## src/design/meps_pkg.sv

```systemverilog
// shared types, constants and helpers for the mandelbrot escape-time pixel engine
// no dependencies; imported by every module of the block
`timescale 1ns / 1ps

package meps_pkg;

    // field and port widths
    localparam int IN_W        = 12;   // column and row fields
    localparam int WORD_W      = 32;   // q4.28 coordinate word
    localparam int STEP_W      = 31;
    localparam int COUNT_W     = 16;
    localparam int COLOR_W     = 8;
    localparam int TINT_W      = 3;
    localparam int S_TDATA_W   = 2 * IN_W;
    localparam int M_TDATA_W   = 3 * COLOR_W + COUNT_W;
    localparam int CFG_ADDR_W  = 5;
    localparam int CFG_DATA_W  = 32;
    localparam int CFG_IDX_W   = 3;
    localparam int SAT_IN_W    = 66;

    // parameter defaults
    localparam int DEF_COORD_BITS  = 12;
    localparam int DEF_FRAC_BITS   = 28;
    localparam int DEF_QUEUE_DEPTH = 2;

    // register map, byte address is 4 * index
    localparam logic [CFG_IDX_W-1:0] REG_REAL_MIN  = 3'd0;
    localparam logic [CFG_IDX_W-1:0] REG_IMAG_MAX  = 3'd1;
    localparam logic [CFG_IDX_W-1:0] REG_REAL_STEP = 3'd2;
    localparam logic [CFG_IDX_W-1:0] REG_IMAG_STEP = 3'd3;
    localparam logic [CFG_IDX_W-1:0] REG_MAX_ITER  = 3'd4;
    localparam logic [CFG_IDX_W-1:0] REG_TINT      = 3'd5;

    // reset values
    localparam logic signed [WORD_W-1:0] RST_REAL_MIN  = 32'shE000_0000;
    localparam logic signed [WORD_W-1:0] RST_IMAG_MAX  = 32'sh1800_0000;
    localparam logic [STEP_W-1:0]        RST_REAL_STEP = 31'd838861;
    localparam logic [STEP_W-1:0]        RST_IMAG_STEP = 31'd1118481;
    localparam logic [COUNT_W-1:0]       RST_MAX_ITER  = 16'd25600;
    localparam logic [TINT_W-1:0]        RST_TINT      = 3'd1;

    // tint codes, any other code clears nothing
    localparam logic [TINT_W-1:0] TINT_R_OFF  = 3'd0;
    localparam logic [TINT_W-1:0] TINT_G_OFF  = 3'd1;
    localparam logic [TINT_W-1:0] TINT_B_OFF  = 3'd2;
    localparam logic [TINT_W-1:0] TINT_GB_OFF = 3'd3;
    localparam logic [TINT_W-1:0] TINT_RB_OFF = 3'd4;
    localparam logic [TINT_W-1:0] TINT_RG_OFF = 3'd5;

    localparam logic [COLOR_W-1:0] GREY_MAX = 8'd255;

    localparam logic signed [SAT_IN_W-1:0] WORD_MAX_WIDE = 66'sd2147483647;
    localparam logic signed [SAT_IN_W-1:0] WORD_MIN_WIDE = -66'sd2147483648;

    typedef struct packed {
        logic signed [WORD_W-1:0] real_min;
        logic signed [WORD_W-1:0] imag_max;
        logic [STEP_W-1:0]        real_step;
        logic [STEP_W-1:0]        imag_step;
        logic [COUNT_W-1:0]       max_iterations;
        logic [TINT_W-1:0]        tint_select;
    } cfg_t;

    typedef struct packed {
        logic signed [WORD_W-1:0] cx;
        logic signed [WORD_W-1:0] cy;
    } point_t;

    // clamp a wide signed value to the signed 32-bit range
    function automatic logic signed [WORD_W-1:0] sat_word(input logic signed [SAT_IN_W-1:0] v);
        logic signed [WORD_W-1:0] r;
        if (v > WORD_MAX_WIDE)
            r = WORD_MAX_WIDE[WORD_W-1:0];
        else if (v < WORD_MIN_WIDE)
            r = WORD_MIN_WIDE[WORD_W-1:0];
        else
            r = v[WORD_W-1:0];
        return r;
    endfunction

endpackage

```

## src/design/meps_front.sv

```systemverilog
// front end: accepts pixel beats, forms the point c and pushes it into the queue
// depends on meps_pkg
`timescale 1ns / 1ps

module meps_front #(
    parameter int COORD_BITS = meps_pkg::DEF_COORD_BITS
) (
    input  logic                            clk,
    input  logic                            rst_n,
    input  meps_pkg::cfg_t                  cfg,
    input  logic                            s_tvalid,
    output logic                            s_tready,
    input  logic [meps_pkg::S_TDATA_W-1:0]  s_tdata,   // column, row
    input  logic                            full,
    output logic                            push,
    output meps_pkg::point_t                point
);
    import meps_pkg::*;

    localparam int PROD_W = IN_W + STEP_W;
    localparam int SUM_W  = PROD_W + 2;
    localparam logic [IN_W-1:0] CMASK = IN_W'((64'd1 << COORD_BITS) - 64'd1);

    logic                    hold_valid_reg;
    logic [PROD_W-1:0]       re_prod_reg;
    logic [PROD_W-1:0]       im_prod_reg;
    logic [IN_W-1:0]         column;
    logic [IN_W-1:0]         row;
    logic signed [SUM_W-1:0] re_sum;
    logic signed [SUM_W-1:0] im_sum;

    assign column   = s_tdata[IN_W-1:0] & CMASK;
    assign row      = s_tdata[2*IN_W-1:IN_W] & CMASK;
    assign push     = hold_valid_reg && !full;
    assign s_tready = !hold_valid_reg || push;

    always_ff @(posedge clk or negedge rst_n)
    begin
        if (!rst_n)
            hold_valid_reg <= 1'b0;
        else if (s_tready)
            hold_valid_reg <= s_tvalid;
    end

    // offsets from the image edges
    always_ff @(posedge clk)
    begin
        if (s_tvalid && s_tready)
        begin
            re_prod_reg <= PROD_W'(column) * PROD_W'(cfg.real_step);
            im_prod_reg <= PROD_W'(row) * PROD_W'(cfg.imag_step);
        end
    end

    always_comb
    begin
        re_sum   = SUM_W'(cfg.real_min) + SUM_W'(re_prod_reg);
        im_sum   = SUM_W'(cfg.imag_max) - SUM_W'(im_prod_reg);
        point.cx = sat_word(SAT_IN_W'(re_sum));
        point.cy = sat_word(SAT_IN_W'(im_sum));
    end

endmodule

```

## config.mk

```make
export PLATFORM = sky130hd
export DESIGN_NAME = meps_front
export DESIGN_NICKNAME = d
export VERILOG_FILES = /design/src/design/meps_pkg.sv /design/src/design/meps_front.sv
export SDC_FILE = /design/constraint.sdc
export NUM_CORES = 2
export LEC_CHECK = 0
export BUFFER_PORTS_ARGS = -buffer_cell sky130_fd_sc_hd__buf_4
export CORE_MARGIN = 2
export CORE_UTILIZATION = 35
export DETAILED_ROUTE_END_ITERATION = 10
export HOLD_SLACK_MARGIN = 0.12
export PLACE_DENSITY = 0.5
export SETUP_SLACK_MARGIN = 0.5
export SYNTH_ARGS = -nofsm -noshare
export SYNTH_HDL_FRONTEND = slang
export SYNTH_SLANG_ARGS = --single-unit
```

## constraint.sdc

```tcl
create_clock -name clk -period 20.9 [get_ports clk]
set_input_delay 6.27 -clock clk [delete_from_list [all_inputs] [get_ports clk]]
set_output_delay 6.27 -clock clk [all_outputs]
set_load 0.01 [all_outputs]
```

After elaboration in Yosys (flattened, before gate mapping)
Cells that the tools add are included.
Widths: inputs -> output; s select.

cells by class
  $add $sub $neg = 2
  multiply operators = 2
  order comparisons = 4
  mux-type cells = 4
  reductions and logical operators = 5

operators by type and width
  operator              count
  $mux 32               4
  $gt 45x32->1 const B  2
  $lt 45x32->1 const B  2
  $mul 12x31->43        2
  $add 32x44->45        1
  $sub 32x44->45        1
  $logic_and 1x1->1     2
  $logic_not 1->1       2
  $logic_or 1x1->1      1

word-level totals
  flip-flop bits (word level) = 87
  input bits = 173
  output and inout port bits = 66
  logic and storage cells = 20

Longest topological paths before layout
  word-level depth = 4
  gate-level depth with buffers = 25
  gate-level depth less buffers = 23

Least setup slack after synthesis
No wires, ideal clock.

  path kind = in2out
  from = in cfg[113] (netlist bit)
  to = out point[35] (netlist bit)
  arrival time = 9.421 ns
  required time = 14.630 ns
  slack = 5.209 ns
  cell stages on the path = 14
  cell sequence = ha_1 fa_1 a211oi_1 o21ai_1 o211ai_2 a41oi_1 o31a_1 a21o_1 a21oi_1 xor2_1 nor4_1 a41oi_2 buf_2 o31ai_1

RTL lines
  element      line              source
  from (decl)  meps_front.sv:10  input meps_pkg::cfg_t cfg,
  to (decl)    meps_front.sv:16  output meps_pkg::point_t point

==> metrics.txt <==
Num CTS Buffers=9; Top FF cell, synth=edfxtp_1; final wirelength=85000 um; Post-synth ARST share=0.0115; Detailed Route Iter0 Violations=1077; Placed Cells=4829; library cells used by synthesis=78; most instantiated cells after synthesis=inv_1, nand2_1, fa_1, ha_1, and2_1; Die H=301 um; area of the multi-input gates=24800 um2; gr ovfl total=0; RSZ-0062 raised after global routing=false; crit path kind=input pin to primary output; Mapped Nets=4633; clock sink count=87; routed len/inst=17.5 um; DRT antenna net count=0; layout cells sized above 1=0.0745; initial antenna violation count=6; setup tns final=0 ps; Post-CTS Setup Repair Bufs=0; Setup-failing EPs final=0; Net count, final=4690; IO Count=239; Layout area overhead=8.88%; Die Footprint=90600 um2; H-tree lvl count=3; count leader, synth=inv_1; ranking of synthesized cells by area=fa_1, ha_1, inv_1; post-synth top area share=0.378; Ys Warns=0; # hold bufs at CTS=0; GRT Overall Usage=0.191; first-pass GRT wire length=138000 um; EDFF count, synth=86; Max FO, Critical Path=31; row count=108; post-synthesis cell count=3628; I/O Buffers=219; number of global-route vias before repair=25141; Detailed Routing Iterations Pass 1=5; Slew headroom=0.239; DR vias=24115; clock latency on the worst-skew pair=380 ps; Max Freq=58.7 MHz; MaxCap Viol Count=0; Starting Density=0.355; P_leak=16.6 nW; Core ar.=87000 um2; Worst Setup End Kind=primary output; pin count of the biggest net entering global routing=45; Post-route DRC=0; Worst Tran Pin Value=1140 ps; Max Buffers Root-to-Sink=2; Root Driver=clkbuf_16; post-cts resize count=0; CP Launch Type=input pin; gpl congestion=0.887; vias per inst=4.97; synthesized flop and latch total=87; final worst-path cycle share=0.815; register area share after synthesis=0.0845; Die W=301 um; power per cell area=173 nW/um2; final non-filler cell total=4850; Hold Crit Class=flop to flop; Register Area=2610 um2; Worst EP arrival=10760 ps; Worst-path clk slew=80 ps; filler instances=9125; Avg Cell Area, Syn=8.51 um2; leading area contributor after synthesis=fa_1; TritonCTS clock tree=built; Final Skew=11.5 ps; run status=complete, no violations; mapped cell area=30900 um2; Pins Over Slew Limit=0; Hold Fails Final Rpt=0; worst path required time=14630 ps; Max VDD drop=119 uV; fin crit period=17030 ps; DP HPWL=68600 um
==> cell type report <==
type / instances / area share
Inverter: 727 / 0.0812
Tap cell: 1155 / 0.0430
Clock buffer: 9 / 0.00670
Timing Repair Buffer: 223 / 0.0498
Multi-Input combinational cell: 2637 / 0.739
Antenna cell: 5 / 0.000372
Clock inverter: 7 / 0.00216
Sequential cell: 87 / 0.0776
==> logic make-up (layout without fill, tap and decap cells) <==
| family | Yosys count | count (layout) | share of synthesized area |
|---|---|---|---|
| mux | 2 | 2 | 0.000689 |
| flops | 87 | 87 | 0.0845 |
| simple gates | 1092 | 1092 | 0.164 |
| compound gates | 567 | 567 | 0.119 |
| buf+inv | 904 | 966 | 0.111 |
| other cells | 0 | 5 | 0 |
| xor+xnor | 144 | 144 | 0.0411 |
| fa+ha+maj | 832 | 832 | 0.479 |
==> critical path, stage by stage <==
cell	delay, ps
buf_4	110
ha_1	230
fa_1	430
a211oi_1	270
o21ai_1	200
o211ai_2	240
a41oi_1	290
o31a_1	410
a221o_1	330
a211o_1	290
o211ai_1	160
nor4_1	130
a41oi_2	920
o21ai_0	270
buf_4	210
==> through the flow <==
| step | hold WS, ps | instance area [um2] | util | total power [mW] | worst slack, ps |
|---|---|---|---|---|---|
| finish | 537 | 33600 | 0.386 | 5.81 | 3870 |
| global route | 562 | 33600 | 0.386 | 6.52 | 3510 |
| CTS | 536 | 33600 | 0.386 | 5.85 | 3850 |
| detailed placement | 517 | 33300 | 0.383 | 5.65 | 3860 |
| global placement | 506 | 33300 | 0.383 | 5.67 | 3930 |
| floorplan | 535 | 30900 | - | 4.27 | 5210 |
==> worst paths after layout <==
path | from | to | slack, ps | cells past startpoint
min reg2reg | hold_valid_reg$_DFFE_PN0N_ | hold_valid_reg$_DFFE_PN0N_ | 540 | 2
min | hold_valid_reg$_DFFE_PN0N_ | hold_valid_reg$_DFFE_PN0N_ | 540 | 2
max in group asynchronous | rst_n | hold_valid_reg$_DFFE_PN0N_ | 15170 | 1
max | cfg[113] | point[43] | 3870 | 15
min in group asynchronous | rst_n | hold_valid_reg$_DFFE_PN0N_ | 5650 | 1
max reg2reg | hold_valid_reg$_DFFE_PN0N_ | re_prod_reg[8]$_DFFE_PP_ | 18880 | 3
==> placed cells by master (no fill, tap or decap), types with 39 or more instances in the layout <==
| cell | netlist | layout |
|---|---|---|
| and2_1 | 228 | 227 |
| xor2_1 | 53 | 53 |
| xnor2_1 | 90 | 90 |
| inv_1 | 727 | 727 |
| edfxtp_1 | 86 | 86 |
| nand3_1 | 39 | 39 |
| nor2_1 | 76 | 76 |
| nand2_1 | 614 | 614 |
| o21ai_0 | 107 | 107 |
| ha_1 | 250 | 250 |
| a21o_1 | 70 | 70 |
| buf_4 | 0 | 223 |
| a21oi_1 | 173 | 173 |
| fa_1 | 582 | 582 |
==> routing by layer <==
layer	track usage	vias to the layer above	wire length, um
li1	-	11435	-
met1	0.277	12099	41100
met2	0.308	509	39100
met3	0.0175	70	3480
met4	0.0423	2	1290
met5	0	-	8
==> report_power, final <==
part / switching, mW / internal [mW]
combinational: 3.02 / 2.09
clock: 0.0868 / 0.0845
sequential: 0.0364 / 0.494
No activity file was read; power rests on OpenSTA's default activity.
