===== config.mk =====
export PLATFORM = sky130hd
export DESIGN_NAME = meps_queue
export DESIGN_NICKNAME = d
export VERILOG_FILES = /design/src/design/meps_pkg.sv /design/src/design/meps_queue.sv
export SDC_FILE = /design/constraint.sdc
export NUM_CORES = 1
export LEC_CHECK = 0
export BUFFER_PORTS_ARGS = -buffer_cell sky130_fd_sc_hd__buf_2
export CAP_MARGIN = 20
export CORE_MARGIN = 8
export CORE_UTILIZATION = 50
export DETAILED_ROUTE_END_ITERATION = 12
export MAX_ROUTING_LAYER = met4
export PLACE_DENSITY = 0.76
export SLEW_MARGIN = 20
export SYNTH_ARGS = -nofsm -noshare
export SYNTH_HDL_FRONTEND = slang
export SYNTH_SLANG_ARGS = --single-unit

===== constraint.sdc =====
create_clock -name clk -period 4.2 [get_ports clk]
set_input_delay 0.63 -clock clk [delete_from_list [all_inputs] [get_ports clk]]
set_output_delay 0.63 -clock clk [all_outputs]
set_load 0.005 [all_outputs]

===== src/design/meps_pkg.sv =====
// shared types, constants and helpers for the mandelbrot escape-time pixel engine
// no dependencies; imported by every module of the block
`timescale 1ns / 1ps

package meps_pkg;

    // field and port widths
    localparam int IN_W        = 12;   // column and row fields
    localparam int WORD_W      = 32;   // q4.28 coordinate word
    localparam int STEP_W      = 31;
    localparam int COUNT_W     = 16;
    localparam int COLOR_W     = 8;
    localparam int TINT_W      = 3;
    localparam int S_TDATA_W   = 2 * IN_W;
    localparam int M_TDATA_W   = 3 * COLOR_W + COUNT_W;
    localparam int CFG_ADDR_W  = 5;
    localparam int CFG_DATA_W  = 32;
    localparam int CFG_IDX_W   = 3;
    localparam int SAT_IN_W    = 66;

    // parameter defaults
    localparam int DEF_COORD_BITS  = 12;
    localparam int DEF_FRAC_BITS   = 28;
    localparam int DEF_QUEUE_DEPTH = 2;

    // register map, byte address is 4 * index
    localparam logic [CFG_IDX_W-1:0] REG_REAL_MIN  = 3'd0;
    localparam logic [CFG_IDX_W-1:0] REG_IMAG_MAX  = 3'd1;
    localparam logic [CFG_IDX_W-1:0] REG_REAL_STEP = 3'd2;
    localparam logic [CFG_IDX_W-1:0] REG_IMAG_STEP = 3'd3;
    localparam logic [CFG_IDX_W-1:0] REG_MAX_ITER  = 3'd4;
    localparam logic [CFG_IDX_W-1:0] REG_TINT      = 3'd5;

    // reset values
    localparam logic signed [WORD_W-1:0] RST_REAL_MIN  = 32'shE000_0000;
    localparam logic signed [WORD_W-1:0] RST_IMAG_MAX  = 32'sh1800_0000;
    localparam logic [STEP_W-1:0]        RST_REAL_STEP = 31'd838861;
    localparam logic [STEP_W-1:0]        RST_IMAG_STEP = 31'd1118481;
    localparam logic [COUNT_W-1:0]       RST_MAX_ITER  = 16'd25600;
    localparam logic [TINT_W-1:0]        RST_TINT      = 3'd1;

    // tint codes, any other code clears nothing
    localparam logic [TINT_W-1:0] TINT_R_OFF  = 3'd0;
    localparam logic [TINT_W-1:0] TINT_G_OFF  = 3'd1;
    localparam logic [TINT_W-1:0] TINT_B_OFF  = 3'd2;
    localparam logic [TINT_W-1:0] TINT_GB_OFF = 3'd3;
    localparam logic [TINT_W-1:0] TINT_RB_OFF = 3'd4;
    localparam logic [TINT_W-1:0] TINT_RG_OFF = 3'd5;

    localparam logic [COLOR_W-1:0] GREY_MAX = 8'd255;

    localparam logic signed [SAT_IN_W-1:0] WORD_MAX_WIDE = 66'sd2147483647;
    localparam logic signed [SAT_IN_W-1:0] WORD_MIN_WIDE = -66'sd2147483648;

    typedef struct packed {
        logic signed [WORD_W-1:0] real_min;
        logic signed [WORD_W-1:0] imag_max;
        logic [STEP_W-1:0]        real_step;
        logic [STEP_W-1:0]        imag_step;
        logic [COUNT_W-1:0]       max_iterations;
        logic [TINT_W-1:0]        tint_select;
    } cfg_t;

    typedef struct packed {
        logic signed [WORD_W-1:0] cx;
        logic signed [WORD_W-1:0] cy;
    } point_t;

    // clamp a wide signed value to the signed 32-bit range
    function automatic logic signed [WORD_W-1:0] sat_word(input logic signed [SAT_IN_W-1:0] v);
        logic signed [WORD_W-1:0] r;
        if (v > WORD_MAX_WIDE)
            r = WORD_MAX_WIDE[WORD_W-1:0];
        else if (v < WORD_MIN_WIDE)
            r = WORD_MIN_WIDE[WORD_W-1:0];
        else
            r = v[WORD_W-1:0];
        return r;
    endfunction

endpackage


===== src/design/meps_queue.sv =====
// short queue of points between the front end and the iteration engine
// depends on meps_pkg
`timescale 1ns / 1ps

module meps_queue #(
    parameter int DEPTH = meps_pkg::DEF_QUEUE_DEPTH
) (
    input  logic             clk,
    input  logic             rst_n,
    input  logic             push,
    input  meps_pkg::point_t push_data,
    input  logic             pop,
    output meps_pkg::point_t pop_data,
    output logic             full,
    output logic             empty
);
    import meps_pkg::*;

    localparam int PTR_W = (DEPTH > 1) ? $clog2(DEPTH) : 1;
    localparam int CNT_W = $clog2(DEPTH + 1);

    point_t             slot_reg [DEPTH];
    logic [PTR_W-1:0]   wr_ptr_reg;
    logic [PTR_W-1:0]   rd_ptr_reg;
    logic [CNT_W-1:0]   fill_reg;
    logic [CNT_W-1:0]   fill_next;

    function automatic logic [PTR_W-1:0] ptr_inc(input logic [PTR_W-1:0] p);
        logic [PTR_W-1:0] r;
        if (p == PTR_W'(DEPTH - 1))
            r = '0;
        else
            r = p + PTR_W'(1);
        return r;
    endfunction

    assign full     = (fill_reg == CNT_W'(DEPTH));
    assign empty    = (fill_reg == '0);
    assign pop_data = slot_reg[rd_ptr_reg];

    always_comb
    begin
        fill_next = fill_reg;
        if (push && !pop)
            fill_next = fill_reg + CNT_W'(1);
        else if (pop && !push)
            fill_next = fill_reg - CNT_W'(1);
    end

    always_ff @(posedge clk or negedge rst_n)
    begin
        if (!rst_n)
        begin
            wr_ptr_reg <= '0;
            rd_ptr_reg <= '0;
            fill_reg   <= '0;
        end
        else
        begin
            if (push)
                wr_ptr_reg <= ptr_inc(wr_ptr_reg);
            if (pop)
                rd_ptr_reg <= ptr_inc(rd_ptr_reg);
            fill_reg <= fill_next;
        end
    end

    always_ff @(posedge clk)
    begin
        if (push)
            slot_reg[wr_ptr_reg] <= push_data;
    end

endmodule


== After elaboration in Yosys (flattened, before gate mapping) ==
Memory sizes are Yosys's and may differ from the RTL's.
Index checks and enable logic that the tools add are counted.

* Add/subtract/negate cells: 4
* Equal/unequal tests: 1
* Mux-type cells: 6
* Reductions and logical operators: 6

{| class="wikitable"
|+ Operators by type and width
! cell !! number
|-
| 1-bit 2-to-1 mux || 4
|-
| 2-bit 2-to-1 mux || 2
|-
| 1-bit adder (second input constant) || 2
|-
| 2-bit by 1-bit adder with 2-bit output (second input constant) || 1
|-
| 2-bit equality test (second input constant) || 1
|-
| 1-bit logical AND || 2
|-
| 1-bit logical NOT || 2
|-
| 2-bit logical NOT || 1
|-
| 2-bit nonzero test || 1
|-
| 2-bit by 1-bit subtractor with 2-bit output (second input constant) || 1
|}

* Flip-flop bits (word level): 4
* RAM bits: 128
* Input bits: 68
* Output and inout bits: 66
* Word-level logic and storage cells: 21
* Memories: 1

{| class="wikitable"
|+ Memory list
! memory !! depth !! bits a word !! rd ports !! clocked after Yosys merged registers in !! write ports !! line !! text
|-
| slot_reg || 2 || 64 || 1 || 0 || 1 || meps_queue.sv:22 || <nowiki>point_t slot_reg [DEPTH];</nowiki>
|}

== Longest topological paths before layout ==
* Depth after elaboration: 4
* Depth in mapped cells: 5
* Mapped depth without buffers: 5

== Worst setup path after synthesis ==
Ideal clock, no wire load.

* Path type: input to register
* Start: in push
* End: mem slot_reg[0][0] in the netlist's numbering (enable)
* Setup time: 494 ps
* Arrival: 3,444 ps
* Required time: 3,706 ps
* Path slack: 262 ps
* Stages on the path: 1
* Buffers on the path: 0
* Cell sequence: nor2b_1

* Word-level cells in the longest chain between the ends: 2

{| class="wikitable"
|+ RTL lines
! item !! line !! text
|-
| start, declared || meps_queue.sv:10 || <nowiki>input logic push,</nowiki>
|-
| 1-bit 2-to-1 mux || meps_queue.sv:70 || <nowiki>if (push)</nowiki>
|-
| 1-bit 2-to-1 mux (implied by the code) || meps_queue.sv:71 || <nowiki>slot_reg[wr_ptr_reg] <= push_data;</nowiki>
|-
| end, declared || meps_queue.sv:22 ||
|}

Every way passes these cells.

==> results.md <==
| Quantity | This run |
|---|---|
| Iteration-0 DRC count of the detailed router | 108 |
| Number of buffers inserted during clock tree synthesis | 17 |
| Sequential element share of the synthesized area | 78.7% |
| Final worst-path cycle share | 64.2% |
| Final Hold Viols | 0 |
| Most common cell in the netlist | sky130_fd_sc_hd__edfxtp_1 |
| GR met1 Demand/Resource | 15.0% |
| Post-synth EDFFs | 128 |
| Setup tns final | 0 ns |
| Most heavily used metal layer in global routing | met2 |
| Worst R2R Start | wr_ptr_reg |
| Worst slew margin | 33.7% |
| Power density cells | 675 nW/um2 |
| Final cell area excluding filler cells | 6370 um2 |
| Effective utilization at floorplan | 51.3% |
| DRT antenna net count | 0 |
| Top-area cell type share of the netlist area | 76.7% |
| Maximum Capacitance Violations | 0 |
| Standard-cell row count | 36 |
| Number of standard cells after synthesis | 215 |
| Worst-margin pin slew | 0.993 ns |
| Count of distinct cell types in the synthesized netlist | 13 |
| Arrival time of the worst setup path | 2.06 ns |
| Number of global-route vias before repair | 2,683 |
| WL/cell | 17.8 um |
| Worst r2r dst | slot_reg[0][36] |
| Maximum fanout encountered on the critical timing path | 39 |
| Overall die height | 116 um |
| Crit path launch | rd_ptr_reg |
| Final count of negative-setup-slack endpoints | 0 |
| Tot Pwr | 0.00430 W |
| Syn nets | 284 |
| GR Layer Usage met2 | 23.3% |
| Area of the mapped netlist | 5010 um2 |
| Ratio of routed vias to standard cells | 4.80 |
| Total routed wirelength | 9080 um |
| Count of input and output buffers | 133 |
| Cell type contributing the most total cell area after synthesis | sky130_fd_sc_hd__edfxtp_1 |
| Category of the worst setup path launch point | register |
| Insertion delay of the later-clocked pin in the worst-skew pair | 0.50 ns |
| Worst setup endpoint | pop_data[43] |
| Area of the multi-input gates | 1000 um2 |
| Ys Warns | 0 |
| Final cell count without fillers | 511 |
| Number of antenna violations at the first check in global routing | 0 |
| Cell types occupying the most area after synthesis | sky130_fd_sc_hd__edfxtp_1, sky130_fd_sc_hd__mux2_4, sky130_fd_sc_hd__mux2_2 |
| Peak VDD IR | 399 uV |
| Top cell types by occurrence after synthesis | sky130_fd_sc_hd__edfxtp_1, sky130_fd_sc_hd__mux2_4, sky130_fd_sc_hd__mux2_2, sky130_fd_sc_hd__buf_6 |
| Sequential cell area | 3950 um2 |
| Share of layout cells above drive strength 1 | 61.1% |
| DIE WIDTH | 116 um |
| Fmax | 371 MHz |
| Element type at the critical path end | primary output |
| Die area | 13,500 um2 |
| Root Driver | sky130_fd_sc_hd__clkbuf_8 |
| Outcome | finished clean |
| Met3 Track Usage GR | 4.55% |
| Post-DP Area | 5820 um2 |
| Number of placed instances, taps included | 477 |
| I/O pins | 134 |
| Clock tree from TritonCTS | built |
| Global-route wire length before repair | 13,500 um |
| Post-Route Utilization | 65.2% |
| Sink Count | 132 |
| Depth of the worst register-to-register path | 2 |
| Number of buffers on the longest clock path | 2 |
| Routability congestion estimate | 0.674 |
| Synthesized area per cell | 23.3 um2 |
| Remaining Overflow, GRT | 0 |
| Endpoint required time on the critical path | 3.57 ns |
| Via count of the routed design | 2,453 |
| Synthesized flop and latch total | 132 |
| Layout-stage area growth over the synthesis result | 27.1% |
| Type of the tightest min-delay check | in2reg |
| Number of flip-flops in the largest register | 128 |
| Clk pin slew, worst setup/hold paths | 0.06 ns |
| Largest net degree at the start of global routing | 66 |
| Count of antenna diodes in the layout | 0 |
| Final Max Tran Viols | 0 |
| Reg2Reg Setup Slack | 2.34 ns |
| Overall track demand over capacity in global routing | 14.1% |
| DRC violation count after routing | 0 |
| Main synth FF type | sky130_fd_sc_hd__edfxtp_1 |
| Final min period | 2.69 ns |
| CTS HTree Levels | 4 |
| Final HPWL from detailed placement | 6050 um |
| Leakage power | 2.57 nW |
| # fillers | 706 |
| CTS-repair resized insts | 0 |
| CP Class | reg2out |
| Net count of the finished layout | 434 |
| Setup repair after global routing missed its margin | no |
| Total core area | 9770 um2 |
| Share of flip-flops with an asynchronous set or reset | 3.03% |
| Clk_skew | 0.00435 ns |
| First-pass DRT Iterations | 4 |
[routing by layer]
metal / vias to the layer above / routed length, um / part of all wire, %
met5: - / 0 / 0
met4: 0 / 130 / 1.4
met3: 9 / 577 / 6.4
met2: 84 / 4750 / 52
met1: 1213 / 3620 / 40
li1: 1147 / - / -
[critical path, stage by stage (launching register included)]
cell and delay, ns:
sky130_fd_sc_hd__dfrtp_4 0.72, sky130_fd_sc_hd__buf_16 0.32, sky130_fd_sc_hd__mux2_2 0.37, sky130_fd_sc_hd__buf_2 0.13
[cell usage in the layout, fill, tap and decap left out]
cell                            Yosys  routed
sky130_fd_sc_hd__buf_2              1     133
sky130_fd_sc_hd__and2_2             0       1
sky130_fd_sc_hd__inv_1              1       1
sky130_fd_sc_hd__mux2_4            50      50
sky130_fd_sc_hd__buf_4              0       2
sky130_fd_sc_hd__dlygate4sd3_1      0       1
sky130_fd_sc_hd__clkinv_1           0       2
sky130_fd_sc_hd__dfrtp_1            4       3
sky130_fd_sc_hd__xor2_1             4       4
sky130_fd_sc_hd__edfxtp_1         128     128
sky130_fd_sc_hd__clkbuf_1           0       3
sky130_fd_sc_hd__clkinv_2           0       6
sky130_fd_sc_hd__buf_12             0       1
sky130_fd_sc_hd__clkbuf_16          0      16
sky130_fd_sc_hd__buf_16             0       1
sky130_fd_sc_hd__bufinv_16          0       1
sky130_fd_sc_hd__dfrtp_4            0       1
sky130_fd_sc_hd__nor2b_4            0       1
sky130_fd_sc_hd__nor2b_1            2       1
sky130_fd_sc_hd__xnor2_1            1       1
sky130_fd_sc_hd__clkinvlp_4         0       3
sky130_fd_sc_hd__ha_1               1       1
sky130_fd_sc_hd__nor2_1             2       2
sky130_fd_sc_hd__clkbuf_8           0       1
sky130_fd_sc_hd__mux2_2            14      14
[power by group]
part / internal (W) / switching, W
Combinational: 0.000658 / 0.000476
Sequential: 0.00175 / 0.000137
Clock: 0.000771 / 0.000505
[per-stage QoR]
stage | setup WS (ns) | hold WS (ns)
2_1_floorplan | 0.262 | 0.334
3_3_place_gp | 1.83 | 0.440
3_5_place_dp | 1.81 | 0.444
4_1_cts | 1.26 | 0.284
5_1_grt | 1.41 | 0.283
6_report | 1.51 | 0.309
[cell families (layout without fill, tap and decap cells)]
family,count (synthesis),in the layout,synth area share (%)
and+or+nand+nor,5,5,0.524
adders and majority gates,1,1,0.250
muxes,64,64,18.1
DFF,132,132,78.7
xor gates and xnor gates,5,5,0.874
buffers and inverters,8,171,1.52
[worst min path at each step]
stage / startpoint / end / slack (ns) / cells past startpoint
floorplan: rst_n / fill_reg[0] / 0.33 / 0
global placement: rst_n / fill_reg[0] / 0.44 / 1
detailed placement: rst_n / fill_reg[1] / 0.44 / 1
CTS: push_data[37] / slot_reg[0][37] / 0.28 / 1
global route: push_data[42] / slot_reg[1][42] / 0.28 / 1
finish: push_data[37] / slot_reg[0][37] / 0.31 / 1
[layout make-up]
type                    count  area share [%]
flip-flops and latches    132            62.0
multi-input cells          75            15.7
repair buffers            138            11.6
clock buffers              20            6.68
well taps                 133            2.61
clock inverters            12            1.41
inverters                   1          0.0589
[what timing repair did]
item                       CTS  global route
hold endpoints to repair     4             0
buffers inserted             0             0
setup endpoints to repair    0             0
hold buffers                 1             0
No activity file was read; power rests on OpenSTA's default activity.
